[config.mk]
export PLATFORM = sky130hd
export DESIGN_NAME = srb_ctrl
export DESIGN_NICKNAME = d
export VERILOG_FILES = /design/src/rtl/core/srb_pkg.sv /design/src/rtl/core/srb_ctrl.sv
export SDC_FILE = /design/constraint.sdc
export NUM_CORES = 1
export LEC_CHECK = 0
export ABC_CLOCK_PERIOD_IN_PS = 6700
export BUFFER_PORTS_ARGS = -buffer_cell sky130_fd_sc_hd__clkbuf_2
export CAP_MARGIN = 20
export CORE_MARGIN = 10
export CORE_UTILIZATION = 40
export DETAILED_ROUTE_END_ITERATION = 8
export GPL_TIMING_DRIVEN = 0
export PLACE_DENSITY_LB_ADDON = 0.08
export REMOVE_ABC_BUFFERS = 1
export SLEW_MARGIN = 20
export SYNTH_ARGS = -nofsm -noshare
export SYNTH_HDL_FRONTEND = slang
export SYNTH_SLANG_ARGS = --single-unit
[constraint.sdc]
create_clock -name clk_i -period 6.7 [get_ports clk_i]
set_input_delay 1.34 -clock clk_i [delete_from_list [all_inputs] [get_ports clk_i]]
set_output_delay 1.34 -clock clk_i [all_outputs]
set_load 0.01 [all_outputs]
[src/rtl/core/srb_pkg.sv]
// Package with shared constants, payload types and codes of the sample ring buffer.
package srb_pkg;

  // Built depth of the sample memory and derived widths.
  localparam int unsigned DEPTH    = 1024;
  localparam int unsigned ADDR_W   = $clog2(DEPTH);
  localparam int unsigned CNT_W    = $clog2(DEPTH + 1);
  localparam int unsigned MAX_READ = 64;

  // Fixed field widths of the interface.
  localparam int unsigned SAMPLE_W = 32;
  localparam int unsigned CAP_W    = 11;
  localparam int unsigned RC_W     = 7;
  localparam int unsigned DROP_W   = 32;

  // Capacity register value after reset.
  localparam logic [CAP_W-1:0] CAP_RESET = 11'd1024;

  // Operation codes of an input word.
  typedef enum logic {
    FUNC_WRITE = 1'b0,
    FUNC_READ  = 1'b1
  } func_e;

  // Controller states.
  typedef enum logic {
    ST_IDLE  = 1'b0,
    ST_BURST = 1'b1
  } ctrl_state_e;

  // One input word.
  typedef struct packed {
    func_e               func;
    logic [SAMPLE_W-1:0] sample_in;
    logic [RC_W-1:0]     read_count;
  } cmd_t;

  // One result word.
  typedef struct packed {
    logic                ok;
    logic                has_sample;
    logic [SAMPLE_W-1:0] sample_out;
    logic                last;
    logic [CAP_W-1:0]    occupancy;
    logic [DROP_W-1:0]   dropped_total;
  } res_t;

  // Access request from the controller to the sample memory.
  typedef struct packed {
    logic                we;
    logic [ADDR_W-1:0]   waddr;
    logic [SAMPLE_W-1:0] wdata;
    logic                re;
    logic [ADDR_W-1:0]   raddr;
  } ram_req_t;

endpackage

[src/rtl/core/srb_ctrl.sv]
// Controller of the sample ring buffer: slots, fill level, drop counter and read bursts.
module srb_ctrl (
  input  logic                          clk_i,
  input  logic                          rst_ni,
  input  logic                          start,
  input  srb_pkg::cmd_t                 cmd_i,
  output logic                          busy,
  input  logic                          cfg_valid_i,
  input  logic [srb_pkg::CAP_W-1:0]     cfg_data_i,
  output logic                          cfg_ready_o,
  output srb_pkg::ram_req_t             ram_req_o,
  output logic                          meta_valid_o,
  output srb_pkg::res_t                 meta_o
);

  srb_pkg::ctrl_state_e state_q, state_d;

  logic [srb_pkg::CAP_W-1:0]    cap_q, cap_d;
  logic [srb_pkg::ADDR_W-1:0]   wslot_q, wslot_d;
  logic [srb_pkg::ADDR_W-1:0]   rslot_q, rslot_d;
  logic [srb_pkg::CNT_W-1:0]    held_q, held_d;
  logic [srb_pkg::DROP_W-1:0]   drop_q, drop_d;
  logic [srb_pkg::RC_W-1:0]     rem_q, rem_d;
  logic                         meta_valid_q, meta_valid_d;
  srb_pkg::res_t                meta_q, meta_d;

  logic [srb_pkg::CNT_W-1:0]    cap_eff;
  logic [srb_pkg::CNT_W-1:0]    wslot_inc, rslot_inc;
  logic [srb_pkg::ADDR_W-1:0]   wslot_nxt, rslot_nxt;
  logic                         accept;
  logic                         is_read;
  logic                         rd_fail;
  logic                         rd_zero;
  logic                         cfg_we;

  // Capacity clamped to 1..DEPTH.
  always_comb begin
    if (cap_q == '0) begin
      cap_eff = srb_pkg::CNT_W'(1);
    end else if (32'(cap_q) > srb_pkg::DEPTH) begin
      cap_eff = srb_pkg::CNT_W'(srb_pkg::DEPTH);
    end else begin
      cap_eff = srb_pkg::CNT_W'(cap_q);
    end
  end

  // Slot advance with wrap at the capacity in use.
  assign wslot_inc = srb_pkg::CNT_W'(wslot_q) + srb_pkg::CNT_W'(1);
  assign rslot_inc = srb_pkg::CNT_W'(rslot_q) + srb_pkg::CNT_W'(1);
  assign wslot_nxt = (wslot_inc >= cap_eff) ? '0 : wslot_inc[srb_pkg::ADDR_W-1:0];
  assign rslot_nxt = (rslot_inc >= cap_eff) ? '0 : rslot_inc[srb_pkg::ADDR_W-1:0];

  // Decode of the incoming word.
  assign accept  = start && !busy;
  assign is_read = (cmd_i.func == srb_pkg::FUNC_READ);
  assign rd_fail = (32'(cmd_i.read_count) > srb_pkg::MAX_READ) ||
                   (32'(cmd_i.read_count) > 32'(held_q));
  assign rd_zero = (cmd_i.read_count == '0);
  assign cfg_we  = cfg_valid_i && cfg_ready_o;

  // Next state.
  always_comb begin
    state_d = state_q;
    case (state_q)
      srb_pkg::ST_IDLE: begin
        if (accept && is_read && !rd_fail && (cmd_i.read_count > srb_pkg::RC_W'(1))) begin
          state_d = srb_pkg::ST_BURST;
        end
      end
      srb_pkg::ST_BURST: begin
        if (rem_q == srb_pkg::RC_W'(1)) begin
          state_d = srb_pkg::ST_IDLE;
        end
      end
      default: state_d = srb_pkg::ST_IDLE;
    endcase
  end

  // Handshake outputs.
  always_comb begin
    case (state_q)
      srb_pkg::ST_IDLE:  busy = 1'b0;
      srb_pkg::ST_BURST: busy = 1'b1;
      default:           busy = 1'b1;
    endcase
    cfg_ready_o = !busy;
  end

  // Datapath: memory requests, slot and count updates, result metadata.
  always_comb begin
    cap_d        = cap_q;
    wslot_d      = wslot_q;
    rslot_d      = rslot_q;
    held_d       = held_q;
    drop_d       = drop_q;
    rem_d        = rem_q;
    meta_valid_d = 1'b0;
    meta_d       = meta_q;

    ram_req_o.we    = 1'b0;
    ram_req_o.waddr = wslot_q;
    ram_req_o.wdata = cmd_i.sample_in;
    ram_req_o.re    = 1'b0;
    ram_req_o.raddr = rslot_q;

    if (state_q == srb_pkg::ST_BURST) begin
      // One sample of an ongoing burst per cycle.
      ram_req_o.re = 1'b1;
      rslot_d      = rslot_nxt;
      held_d       = held_q - srb_pkg::CNT_W'(1);
      rem_d        = rem_q - srb_pkg::RC_W'(1);
      meta_valid_d = 1'b1;
      meta_d.ok    = 1'b1;
      meta_d.has_sample = 1'b1;
      meta_d.last  = (rem_q == srb_pkg::RC_W'(1));
    end else if (accept) begin
      meta_valid_d      = 1'b1;
      meta_d.has_sample = 1'b0;
      meta_d.last       = 1'b1;
      if (!is_read) begin
        // Store the sample, or drop it when the ring is full.
        if (held_q < cap_eff) begin
          ram_req_o.we = 1'b1;
          wslot_d      = wslot_nxt;
          held_d       = held_q + srb_pkg::CNT_W'(1);
          meta_d.ok    = 1'b1;
        end else begin
          if (drop_q != '1) begin
            drop_d = drop_q + srb_pkg::DROP_W'(1);
          end
          meta_d.ok = 1'b0;
        end
      end else if (rd_fail) begin
        meta_d.ok = 1'b0;
      end else if (rd_zero) begin
        meta_d.ok = 1'b1;
      end else begin
        // First sample of a read burst.
        ram_req_o.re      = 1'b1;
        rslot_d           = rslot_nxt;
        held_d            = held_q - srb_pkg::CNT_W'(1);
        rem_d             = cmd_i.read_count - srb_pkg::RC_W'(1);
        meta_d.ok         = 1'b1;
        meta_d.has_sample = 1'b1;
        meta_d.last       = (cmd_i.read_count == srb_pkg::RC_W'(1));
      end
    end

    meta_d.sample_out    = '0;
    meta_d.occupancy     = srb_pkg::CAP_W'(held_d);
    meta_d.dropped_total = drop_d;

    // A capacity write empties the ring and keeps the drop count.
    if (cfg_we) begin
      cap_d   = cfg_data_i;
      wslot_d = '0;
      rslot_d = '0;
      held_d  = '0;
    end
  end

  // Control registers.
  always_ff @(posedge clk_i or negedge rst_ni) begin
    if (!rst_ni) begin
      state_q      <= srb_pkg::ST_IDLE;
      cap_q        <= srb_pkg::CAP_RESET;
      wslot_q      <= '0;
      rslot_q      <= '0;
      held_q       <= '0;
      drop_q       <= '0;
      rem_q        <= '0;
      meta_valid_q <= 1'b0;
    end else begin
      state_q      <= state_d;
      cap_q        <= cap_d;
      wslot_q      <= wslot_d;
      rslot_q      <= rslot_d;
      held_q       <= held_d;
      drop_q       <= drop_d;
      rem_q        <= rem_d;
      meta_valid_q <= meta_valid_d;
    end
  end

  // Result metadata register, aligned with the memory read data.
  always_ff @(posedge clk_i) begin
    meta_q <= meta_d;
  end

  assign meta_valid_o = meta_valid_q;
  assign meta_o       = meta_q;

endmodule

==> flow_metrics.tcl <==
set metrics [dict create \
    yosysTopAreaCellShare 0.2912 \
    post-route-min-period_ps 4757 \
    fin_tns_setup_ps 0 \
    ys_ff_latch 129 \
    worst_pin_slew_ps 815.9 \
    die_x_um 152.7 \
    syn_avg_cell_area_um2 9.574 \
    fin_crit_sh 0.7100 \
    ys.flop_type "dfrtp_1" \
    clock_sinks 129 \
    fmax_mhz 210.2 \
    insertion_delay_ps 420 \
    wirelength_um 18200 \
    mappedNetlistArea_um2 7047 \
    cts_buffers 17 \
    route.detailed.drc 0 \
    critPathCaptureType "primary output" \
    switching_share 0.4102 \
    synthCells 736 \
    status "finished, final reports clean" \
    worstPathMaxFanout 19 \
    die_area_um2 23330 \
    cts_hold_buf 0 \
    grt_antenna_before_repair 0 \
    setup_viol_count_final 0 \
    grt_start_max_net_pins 84 \
    synth_area_leaders "dfrtp_1 29%, dfxtp_1 13%, ha_1 8.3%" \
    pwr-share-comb 0.394 \
    path_buf_inv 3 \
    hpwl_um 13610 \
    required_ps 5360 \
    cap_violations 0 \
    area_growth_pct 13.05 \
    grt_overflow 0 \
    die_y_um 152.7 \
    grt_pass1_vias 5551 \
    crit_type "reg2out" \
    cts.clk_slew.worst_paths_ps 60 \
    path_delay_family "buffers and inverters" \
    slew_violations 0 \
    grt_pass1_wl_um 29600 \
    ys_seq_area_frac 0.4270 \
    synth_warnings 0 \
    routed_via_density 5.095 \
    ctsResizeCount 0 \
    root_buffer "clkbuf_16" \
    yosys.area.top_type "dfrtp_1" \
    avgRoutedWirePerCell_um 17.57 \
    arrival_ps 3420 \
    p_leak_uw 0.003820 \
    holdCritPathClass "reg2reg" \
    clock_path_buffers 2 \
    ir_worst_vdd_v 0.0001995 \
    p_sw_uw 1391 \
    seqPwrFrac 0.340 \
    post_cts_buffers 0 \
    ios 190 \
    io_buffers 93 \
    yosysUniqueCellTypes 68 \
    route.vias.total 5278 \
    critPathMaxStageDelay_ps 590 \
    cts_tree "yes" \
    path_cells "clkinv_1 -> nand2_1 -> ha_1 -> a211o_1 -> a21oi_1 -> o31a_4 -> nand3_4 -> inv_2 -> clkbuf_2" \
    fillers 1731 \
    nets 900 \
    yosysMostFrequentCell "nand2_1" \
    powerDensity_nw_per_um2 425.7 \
    drt-initial-drc-count 291 \
    initial_core_util 0.4074 \
    rows 48 \
    insertedDiodeCount 0 \
    dr.pass1.iters 7 \
    grt_setup_unrepaired "no" \
    gp_congestion 0.8263 \
    cp_slowest_cell "dfstp_2" \
    hold_viol 0 \
    max_slew_margin 0.4542 \
    globalRouteTotalUtil 0.1551 \
    drive_above_1_share 0.1850 \
    synth_common_cells "102 x nand2_1, 82 x dfrtp_1, 66 x buf_4" \
    intPower_uw 2001 \
    skew_ps 6.872 \
    core_area_um2 17300 \
    synth_edf_count 1 \
    htreeDepth 4 \
    start_kind "flop" \
    async_reset_ff_frac 0.6434 \
    drtAntennaViolNets 0 \
    pwr-share-clk 0.266 \
    holdWs_ps 467.7 \
]
per-stage QoR:
step                setup WS, ps  utilization  instances  total power [µW]  instance area (µm²)
finish                      1943       0.4606       1036              3392                 7966
global route                1687       0.4606       1036              3668                 7966
detailed placement          1996       0.4275       1004              2503                 7395
CTS                         1852       0.4606       1036              3429                 7966
floorplan                   2520            -        685              2059                 6604
global placement            1560       0.4250       1003              2448                 7351
worst reg2reg max path, cell delays in order, from the launching register on:
cell and delay (ps):
dfrtp_1 470, clkinv_1 330, ha_1 410, nand4_1 110, o221a_2 190, o21ai_1 120
a31oi_2 710, nor2b_1 720, nor2_2 240, a22o_1 290
routing by layer:
layer | wire [µm] | share of wire | track usage
met4 | 180 | 0.0099 | 0.04360
met1 | 8765 | 0.48 | 0.2039
met2 | 7939 | 0.44 | 0.2285
met3 | 1319 | 0.072 | 0.06181
met5 | 0 | 0 | 0.01078
layout by cell type, fill, tap and decap left out, types with 7 or more instances in the layout:
cell type,synthesis,layout
a31oi_1,9,8
nor3_1,17,17
a21oi_1,24,24
clkbuf_2,1,92
nor2_1,34,34
nand2_1,102,102
conb_1,1,32
xnor2_1,42,42
dfrtp_1,82,82
o21ai_0,18,18
xor2_1,23,23
nand3_1,44,44
dfxtp_1,45,45
a22o_1,9,9
clkbuf_16,0,17
inv_1,23,23
and3_1,15,15
ha_1,47,47
nor4_1,7,7
and2_1,11,11
nand4_1,17,17
final cells by class:
type / count / area (µm²) / area share
clock buffer: 18 / 429.2 / 0.05387
clock inverter: 14 / 142.6 / 0.01790
inverter: 26 / 97.59 / 0.01225
multi-input combinational: 530 / 3517 / 0.4415
sequential: 129 / 3009 / 0.3777
tap: 225 / 281.5 / 0.03534
timing repair buffer: 94 / 489.2 / 0.06141
path summary, 6_finish.rpt:
| check | endpoint | startpoint | slack [ps] | cells past startpoint |
|---|---|---|---|---|
| min in group asynchronous | drop_q[25] | rst_ni | 950 | 1 |
| worst max-delay path | ram_req_o[53] | cap_q[10] | 1940 | 9 |
| worst min register to register | meta_o[76] | meta_o[76] | 470 | 2 |
| max in group asynchronous | wslot_q[7] | rst_ni | 5240 | 1 |
| worst min-delay path | meta_o[76] | meta_o[76] | 470 | 2 |
| worst max register to register | rslot_q[2] | held_q[4] | 2990 | 9 |
logic make-up (layout without fill, tap and decap cells):
family / Yosys count / count (layout) / synth area share
compound gates: 100 / 100 / 0.1051
xor+xnor: 65 / 65 / 0.08079
fa+ha+maj: 47 / 47 / 0.08345
buf+inv: 108 / 152 / 0.09322
flops: 129 / 129 / 0.4270
mux: 5 / 5 / 0.007280
other cells: 1 / 32 / 0.0005322
simple gates: 281 / 281 / 0.2026
flip-flops by register name, indices dropped and copies added, names as in the netlist:
register      count
rslot_q          10
cap_q            11
meta_o           46
state_q           1
wslot_q          10
rem_q             7
drop_q           32
meta_valid_o      1
held_q           11
power by group through the flow:
stage	Clock, µW	Sequential, µW	Combinational [µW]
2_1_floorplan	0	1140	914
3_3_place_gp	0	1160	1290
3_5_place_dp	0	1160	1340
6_report	903	1150	1340
5_1_grt	960	1180	1530
4_1_cts	927	1150	1350
Power figures use the tool's default switching activity.
